`src/rtl/crcfr_pkg.sv`:
```
// Shared package for the CRC16 frame receiver.
// Holds the result type, the register codes, the reset values and the CRC16 byte update.
// Has no dependencies.
package crcfr_pkg;

    localparam int unsigned HeaderLen = 10;
    localparam int unsigned HdrIdxWidth = 4;

    localparam logic [15:0] CrcInit = 16'hFFFF;
    localparam logic [15:0] CrcPoly = 16'hA001;

    localparam logic [7:0] StartFirstReset = 8'hAA;
    localparam logic [7:0] StartSecondReset = 8'h55;

    // Configuration register indexes
    localparam int unsigned CfgIndexWidth = 1;
    localparam logic [CfgIndexWidth-1:0] CfgStartFirst = 1'b0;
    localparam logic [CfgIndexWidth-1:0] CfgStartSecond = 1'b1;

    // Event kinds
    localparam logic EvPayload = 1'b0;
    localparam logic EvFrame = 1'b1;

    typedef struct packed {
        logic        event_kind;
        logic [7:0]  payload_byte;
        logic [15:0] payload_index;
        logic [7:0]  frame_version;
        logic [7:0]  command_code;
        logic [15:0] sequence_number;
        logic [31:0] target_address;
        logic [15:0] payload_length;
        logic        crc_good;
    } result_t;

    // CRC16-Modbus, reflected, one byte at a time
    function automatic logic [15:0] crc16_update(input logic [15:0] crc, input logic [7:0] b);
        logic [15:0] c;
        c = crc ^ {8'h00, b};
        for (int i = 0; i < 8; i++)
        begin
            if (c[0])
            begin
                c = (c >> 1) ^ CrcPoly;
            end
            else
            begin
                c = c >> 1;
            end
        end
        return c;
    endfunction

endpackage

```
`src/rtl/crcfr_parser.sv`:
```
// Frame parser: start byte hunt, header capture, payload streaming and CRC check.
// Produces at most one result per accepted byte, in the same cycle.
// Depends on crcfr_pkg.
module crcfr_parser
(
    input  logic                    clk,
    input  logic                    rst_n,
    input  logic                    byte_accept,
    input  logic [7:0]              rx_byte,
    input  logic [7:0]              start_first,
    input  logic [7:0]              start_second,
    output logic                    res_valid,
    output crcfr_pkg::result_t      res
);

    localparam logic [2:0] PhHunt0   = 3'd0;
    localparam logic [2:0] PhHunt1   = 3'd1;
    localparam logic [2:0] PhHeader  = 3'd2;
    localparam logic [2:0] PhPayload = 3'd3;
    localparam logic [2:0] PhCrc     = 3'd4;

    localparam logic [crcfr_pkg::HdrIdxWidth-1:0] HdrLast =
        crcfr_pkg::HdrIdxWidth'(crcfr_pkg::HeaderLen - 1);

    logic [2:0]                          phase_reg, phase_next;
    logic [crcfr_pkg::HdrIdxWidth-1:0]   hdr_count_reg, hdr_count_next;
    logic [15:0]                         pay_count_reg, pay_count_next;
    logic [15:0]                         crc_reg, crc_next;
    logic                                crc_cnt_reg, crc_cnt_next;
    logic [7:0]                          crc_low_reg;
    logic [7:0]                          hdr_reg [crcfr_pkg::HeaderLen];

    logic [15:0] crc_step;
    logic [15:0] pay_len;
    logic [15:0] pay_count_inc;
    logic [15:0] hdr_len_last;

    assign crc_step      = crcfr_pkg::crc16_update(crc_reg, rx_byte);
    assign pay_len       = {hdr_reg[9], hdr_reg[8]};
    assign pay_count_inc = pay_count_reg + 16'd1;
    assign hdr_len_last  = {rx_byte, hdr_reg[8]};

    // Work out the next state for the byte on the port
    always_comb
    begin
        phase_next     = phase_reg;
        hdr_count_next = hdr_count_reg;
        pay_count_next = pay_count_reg;
        crc_next       = crc_reg;
        crc_cnt_next   = crc_cnt_reg;
        case (phase_reg)
            PhHunt1:
            begin
                if (rx_byte == start_second)
                begin
                    crc_next       = crc_step;
                    hdr_count_next = '0;
                    phase_next     = PhHeader;
                end
                else
                begin
                    phase_next = PhHunt0;
                end
            end
            PhHeader:
            begin
                crc_next       = crc_step;
                hdr_count_next = hdr_count_reg + 1'b1;
                if (hdr_count_reg == HdrLast)
                begin
                    pay_count_next = '0;
                    crc_cnt_next   = 1'b0;
                    phase_next     = (hdr_len_last != 16'd0) ? PhPayload : PhCrc;
                end
            end
            PhPayload:
            begin
                crc_next       = crc_step;
                pay_count_next = pay_count_inc;
                if (pay_count_inc >= pay_len)
                begin
                    crc_cnt_next = 1'b0;
                    phase_next   = PhCrc;
                end
            end
            PhCrc:
            begin
                crc_cnt_next = ~crc_cnt_reg;
                if (crc_cnt_reg)
                begin
                    phase_next = PhHunt0;
                end
            end
            default:
            begin
                if (rx_byte == start_first)
                begin
                    crc_next   = crcfr_pkg::crc16_update(crcfr_pkg::CrcInit, rx_byte);
                    phase_next = PhHunt1;
                end
                else
                begin
                    phase_next = PhHunt0;
                end
            end
        endcase
    end

    // Build the result for this byte
    always_comb
    begin
        res       = '0;
        res_valid = 1'b0;
        if (phase_reg == PhPayload)
        begin
            res_valid         = byte_accept;
            res.event_kind    = crcfr_pkg::EvPayload;
            res.payload_byte  = rx_byte;
            res.payload_index = pay_count_reg;
        end
        else if (phase_reg == PhCrc && crc_cnt_reg)
        begin
            res_valid           = byte_accept;
            res.event_kind      = crcfr_pkg::EvFrame;
            res.frame_version   = hdr_reg[0];
            res.command_code    = hdr_reg[1];
            res.sequence_number = {hdr_reg[3], hdr_reg[2]};
            res.target_address  = {hdr_reg[7], hdr_reg[6], hdr_reg[5], hdr_reg[4]};
            res.payload_length  = pay_len;
            res.crc_good        = ({rx_byte, crc_low_reg} == crc_reg);
        end
    end

    // Advance control state on each accepted byte
    always_ff @(posedge clk or negedge rst_n)
    begin
        if (!rst_n)
        begin
            phase_reg     <= PhHunt0;
            hdr_count_reg <= '0;
            pay_count_reg <= '0;
            crc_reg       <= crcfr_pkg::CrcInit;
            crc_cnt_reg   <= 1'b0;
        end
        else if (byte_accept)
        begin
            phase_reg     <= phase_next;
            hdr_count_reg <= hdr_count_next;
            pay_count_reg <= pay_count_next;
            crc_reg       <= crc_next;
            crc_cnt_reg   <= crc_cnt_next;
        end
    end

    // Capture header bytes and the low CRC byte
    always_ff @(posedge clk)
    begin
        if (byte_accept && phase_reg == PhHeader)
        begin
            for (int i = 0; i < crcfr_pkg::HeaderLen; i++)
            begin
                if (hdr_count_reg == crcfr_pkg::HdrIdxWidth'(i))
                begin
                    hdr_reg[i] <= rx_byte;
                end
            end
        end
        if (byte_accept && phase_reg == PhCrc && !crc_cnt_reg)
        begin
            crc_low_reg <= rx_byte;
        end
    end

endmodule

```
`src/rtl/crc16_frame_receiver_unit.sv`:
```
// CRC16 frame receiver: top level with configuration registers and output buffering.
// Depends on crcfr_pkg and crcfr_parser.
//
// Usage:
//   Input channel (in_valid, in_stall, rx_byte) carries one received byte per
//   transaction. Output channel (out_valid, out_stall and the result fields)
//   carries a payload byte event or a frame complete event with the header
//   fields and the CRC-good flag.
//   Each byte is parsed in the cycle it is accepted; its result is registered
//   into the output register, or the skid entry if stalled. One byte per cycle
//   is sustained while the skid is empty; CRC16 and phase logic are combinational.
//   The output register is backed by a one-entry skid buffer: bytes keep being
//   accepted while a result waits, and in_stall rises only once the skid entry
//   is occupied, so an output stall reaches the input through the registered skid flag.
//   cfg_we with cfg_index and cfg_data writes a start byte register; write
//   only while no frame is in flight.
//   Reset hunts for the first start byte, sets the start bytes to their
//   defaults (0xAA, 0x55) and empties the output and skid buffers.
module crc16_frame_receiver_unit
(
    input  logic                                clk,
    input  logic                                rst_n,
    input  logic                                cfg_we,
    input  logic [crcfr_pkg::CfgIndexWidth-1:0] cfg_index,
    input  logic [7:0]                          cfg_data,
    input  logic                                in_valid,
    output logic                                in_stall,
    input  logic [7:0]                          rx_byte,
    output logic                                out_valid,
    input  logic                                out_stall,
    output logic                                event_kind,
    output logic [7:0]                          payload_byte,
    output logic [15:0]                         payload_index,
    output logic [7:0]                          frame_version,
    output logic [7:0]                          command_code,
    output logic [15:0]                         sequence_number,
    output logic [31:0]                         target_address,
    output logic [15:0]                         payload_length,
    output logic                                crc_good
);

    logic [7:0] start_first_reg;
    logic [7:0] start_second_reg;

    logic               byte_accept;
    logic               res_valid;
    crcfr_pkg::result_t res;

    logic               out_valid_reg, out_valid_next;
    logic               skid_valid_reg, skid_valid_next;
    crcfr_pkg::result_t out_reg, out_next;
    crcfr_pkg::result_t skid_reg, skid_next;

    assign in_stall    = skid_valid_reg;
    assign byte_accept = in_valid && !skid_valid_reg;

    // Hold the start byte registers
    always_ff @(posedge clk or negedge rst_n)
    begin
        if (!rst_n)
        begin
            start_first_reg  <= crcfr_pkg::StartFirstReset;
            start_second_reg <= crcfr_pkg::StartSecondReset;
        end
        else if (cfg_we)
        begin
            case (cfg_index)
                crcfr_pkg::CfgStartFirst:  start_first_reg  <= cfg_data;
                crcfr_pkg::CfgStartSecond: start_second_reg <= cfg_data;
                default: ;
            endcase
        end
    end

    crcfr_parser u_parser
    (
        .clk          (clk),
        .rst_n        (rst_n),
        .byte_accept  (byte_accept),
        .rx_byte      (rx_byte),
        .start_first  (start_first_reg),
        .start_second (start_second_reg),
        .res_valid    (res_valid),
        .res          (res)
    );

    // Steer results into the output register or the skid entry
    always_comb
    begin
        out_valid_next  = out_valid_reg;
        skid_valid_next = skid_valid_reg;
        out_next        = out_reg;
        skid_next       = skid_reg;
        if (!out_valid_reg || !out_stall)
        begin
            if (skid_valid_reg)
            begin
                out_next        = skid_reg;
                out_valid_next  = 1'b1;
                skid_valid_next = 1'b0;
            end
            else
            begin
                out_next       = res;
                out_valid_next = res_valid;
            end
        end
        else if (res_valid)
        begin
            skid_next       = res;
            skid_valid_next = 1'b1;
        end
    end

    always_ff @(posedge clk or negedge rst_n)
    begin
        if (!rst_n)
        begin
            out_valid_reg  <= 1'b0;
            skid_valid_reg <= 1'b0;
        end
        else
        begin
            out_valid_reg  <= out_valid_next;
            skid_valid_reg <= skid_valid_next;
        end
    end

    always_ff @(posedge clk)
    begin
        out_reg  <= out_next;
        skid_reg <= skid_next;
    end

    // Drive the output ports
    assign out_valid       = out_valid_reg;
    assign event_kind      = out_reg.event_kind;
    assign payload_byte    = out_reg.payload_byte;
    assign payload_index   = out_reg.payload_index;
    assign frame_version   = out_reg.frame_version;
    assign command_code    = out_reg.command_code;
    assign sequence_number = out_reg.sequence_number;
    assign target_address  = out_reg.target_address;
    assign payload_length  = out_reg.payload_length;
    assign crc_good        = out_reg.crc_good;

endmodule
```
`config.mk`:
```
export PLATFORM = sky130hd
export DESIGN_NAME = crc16_frame_receiver_unit
export DESIGN_NICKNAME = d
export VERILOG_FILES = /design/src/rtl/crcfr_pkg.sv /design/src/rtl/crcfr_parser.sv /design/src/rtl/crc16_frame_receiver_unit.sv
export SDC_FILE = /design/constraint.sdc
export NUM_CORES = 1
export LEC_CHECK = 0
export BUFFER_PORTS_ARGS = -buffer_cell sky130_fd_sc_hd__buf_2
export CORE_UTILIZATION = 40
export CTS_CLUSTER_SIZE = 40
export DETAILED_ROUTE_END_ITERATION = 8
export HOLD_SLACK_MARGIN = 0.02
export PLACE_DENSITY = 0.66
export SKIP_LAST_GASP = 1
export SYNTH_ARGS = -nofsm -noshare
export SYNTH_HDL_FRONTEND = slang
export SYNTH_SLANG_ARGS = --single-unit
```
`constraint.sdc`:
```
create_clock -name clk -period 21.5 [get_ports clk]
set_input_delay 0 -clock clk [delete_from_list [all_inputs] [get_ports clk]]
set_output_delay 0 -clock clk [all_outputs]
set_load 0.02 [all_outputs]
```
==> summary.txt <==
Pwr
  – Peak supply drop: 0.05942 mV
  – Pwr dens: 119.3 nW/um^2
  – Lkg Pwr: 7.000 nW

CTS
  – Clock Path Buffers: 3
  – Num CTS Buffers: 39
  – Clock root buffer: clkbuf_16
  – Postcts setup bufs: 0
  – Clock latency on the worst-skew pair: 0.52 ns
  – # clock sinks: 358
  – Clock tree from TritonCTS: built
  – Clock transition at path regs: 0.06 ns
  – Post-cts sizing count: 0
  – CTS HTree Levels: 2

Worst setup path
  – Slowest stage cell on the critical path: dfrtp_1
  – Crit path capture type: flip-flop
  – Arr. time, crit path: 4.15 ns
  – Cells along the critical path: nor2b_1, buf_4, nand2_1, nor2_1, nor2_1, o21ai_0, o21ai_1
  – Crit start category: flip-flop
  – Critical path class: flip-flop to flip-flop
  – Crit path required time: 21.90 ns
  – CP Max Fanout: 31
  – Critical Path Most Common Cell: nor2_1
  – Crit-path max cell delay: 1.00 ns

Synth
  – Sequential area share after synthesis: 0.6937
  – Yosys reg bits: 358
  – Mapped Area: 15120 um^2
  – Ys flop type: edfxtp_1
  – Post-synth EDFFs: 300
  – Ys Warns: 0
  – Cells after Synth: 989
  – Async set or reset register ratio after synthesis: 0.1620
  – Synth Net Count: 1036
  – Syn_area_per_cell: 15.29 um^2
  – Synth cell types: 52

Timing
  – Maximum clock rate: 0.2663 GHz
  – Final WS setup: 17.75 ns
  – Slew @ Worst Pin: 1.146 ns
  – Clock Skew: 0.01079 ns
  – Fin crit share: 0.1746
  – Final Hold Violating Endpoints: 0
  – Setup TNS Final: 0 ns
  – Relative slew slack: 0.2362
  – Final setup viols: 0
  – Slew Limit Fails: 0
  – RSZ-0062 raised after global routing: false
  – Tmin final: 3.755 ns

Routing
  – Routed Antenna Nets: 0
  – Iteration-0 DRC Markers: 523
  – Routed wire length per instance: 17.68 um
  – First-pass DRT Iterations: 5
  – Vias: 8255
  – DRC viols: 0
  – Via-to-Cell Ratio: 4.920
  – Total Wirelength: 29670 um

Cells and area
  – # fillers: 3181
  – Post-route cell area: 17740 um^2
  – Area delta synth->final: 17.33%
  – Core Util, Final: 0.4812
  – Antenna Diode Count: 0
  – Layout cells sized above 1: 0.2871
  – Largest register FFs: 106
  – Final Non-Filler Cells: 1678
  – Nets: 1190

Die
  – Starting Density: 0.4101
  – # rows: 70
  – Die ar.: 38590 um^2
  – Die X: 196.4 um
  – Die height: 196.4 um
  – Num ports: 130
  – Area of the core: 36870 um^2

Placed design
  – Port Buffers: 129
  – DP HPWL: 18270 um
  – Routability cong.: 0.8278
  – DP Area: 16280 um^2
  – Post-Place Worst Slack: 17.83 ns
  – Cells after DPL: 1582

Global route
  – Largest net degree at the start of global routing: 87
  – Total track usage: 0.1570
  – Global-route wire length before repair: 46970 um
  – Initial antenna violation count: 0
  – Vias in the first global route: 8277
  – GRT overflow: 0

Run status
  – Status: finished clean

Worst hold path
  – Worst min path class: primary input to flip-flop

Job
  – Max Cap Viol: 0
==> final timing paths <==
kind                                             from                         to  slack (ns)  cells after the start
worst min-delay path                       rx_byte[7]     u_parser.hdr_reg[1][7]        0.02                      1
worst min register to register   u_parser.crc_reg[14]       u_parser.crc_reg[14]        0.49                      2
worst max register to register  u_parser.phase_reg[1]  u_parser.pay_count_reg[9]       17.75                      7
max in group asynchronous                       rst_n                   in_stall       20.74                      3
worst max-delay path            u_parser.phase_reg[1]  u_parser.pay_count_reg[9]       17.75                      7
min in group asynchronous                       rst_n         start_first_reg[6]        0.15                      3
==> Yosys cell counts, types with 3 or more instances <==
master | instances | area [um^2]
xnor2_1 | 56 | 490.5
ha_1 | 25 | 312.8
a22o_1 | 8 | 70.07
and4_1 | 3 | 26.28
inv_1 | 30 | 112.6
o22a_1 | 5 | 43.79
nand2_1 | 41 | 153.9
nand3_1 | 7 | 35.03
mux2_2 | 108 | 1216
mux2i_1 | 4 | 40.04
and2_1 | 76 | 475.5
dfstp_2 | 24 | 630.6
o21ai_1 | 24 | 120.1
nor2_1 | 39 | 146.4
o31ai_1 | 9 | 67.56
o21ai_0 | 11 | 55.05
edfxtp_1 | 300 | 9009
clkbuf_1 | 38 | 142.6
xnor2_2 | 3 | 48.80
nor3_1 | 7 | 35.03
nor2b_1 | 4 | 25.02
nor4_1 | 20 | 125.1
nand4_1 | 10 | 62.56
mux2_1 | 15 | 168.9
xor2_1 | 18 | 157.7
dfrtp_1 | 34 | 850.8
a21oi_1 | 9 | 45.04
inv_2 | 3 | 11.26
and3_1 | 24 | 150.1
buf_2 | 8 | 40.04
==> power breakdown <==
| group | internal [mW] | total [mW] | switching, mW |
|---|---|---|---|
| Clock | 0.372 | 0.633 | 0.261 |
| Combinational | 0.209 | 0.510 | 0.301 |
| Sequential | 0.897 | 0.974 | 0.0767 |
| Total | 1.48 | 2.12 | 0.639 |
==> stage by stage <==
stage                     hold slack, ns  power (mW)
final                            0.02260       2.118
after global placement            0.2038       1.483
after CTS                        0.03452       2.142
after global routing             0.02693       2.225
after floorplan                  -0.2956       1.352
after detailed placement          0.2100       1.494
==> critical path, delay by kind of cell, from the launching register on <==
family	cells	cell delay, ns
compound gates	2	0.36
buf+inv	1	0.23
simple gates	4	2.03
flops	1	1.00
==> repair_timing <==
item,CTS,global route
setup endpoints to repair,0,0
hold buffers,24,0
endpoints found under the hold margin,81,0
==> layout by cell type, fill, tap and decap left out, types with 7 or more instances in the layout <==
master / n
clkinv_1: 7
xnor2_1: 56
mux2_1: 15
o21ai_1: 24
mux2_2: 108
buf_2: 129
ha_1: 25
dfrtp_1: 33
dlygate4sd3_1: 24
and2_1: 76
a22o_1: 8
clkbuf_16: 40
nor4_1: 19
nand3_1: 7
a21oi_1: 9
o21ai_0: 11
inv_1: 30
nor2_1: 39
dfstp_2: 24
edfxtp_1: 300
xor2_1: 18
o31ai_1: 9
clkbuf_1: 14
nand4_1: 10
nand2_1: 40
buf_4: 8
and3_1: 24
==> cell type report <==
| type | instances | area (um^2) | area share |
|---|---|---|---|
| clock inverter | 17 | 151.4 | 0.008533 |
| multi-input combinational | 550 | 4330 | 0.2441 |
| inverter | 33 | 123.9 | 0.006981 |
| sequential | 358 | 10490 | 0.5914 |
| timing repair buffer | 161 | 945.9 | 0.05331 |
| tap | 504 | 630.6 | 0.03554 |
| clock buffer | 55 | 1067 | 0.06015 |
==> metal layers <==
layer / wire [um] / vias up / share of wire / global-route usage
li1: - / 3945 / - / -
met1: 14120 / 4058 / 0.48 / 0.2239
met2: 13590 / 212 / 0.46 / 0.2488
met3: 1523 / 40 / 0.051 / 0.02892
met4: 433 / 0 / 0.015 / 0.03791
met5: 0 / - / 0 / 0
==> kinds of logic after synthesis <==
group,after synthesis,synth area share
AO/OA/AOI/OAI,77,0.03276
XOR/XNOR,80,0.05022
adder cells (fa/ha/maj),25,0.02069
buffers and inverters,81,0.02151
flip-flops,358,0.6937
multiplexers,128,0.09523
AND/OR/NAND/NOR,240,0.08589
No activity file was read; power rests on OpenSTA's default activity.
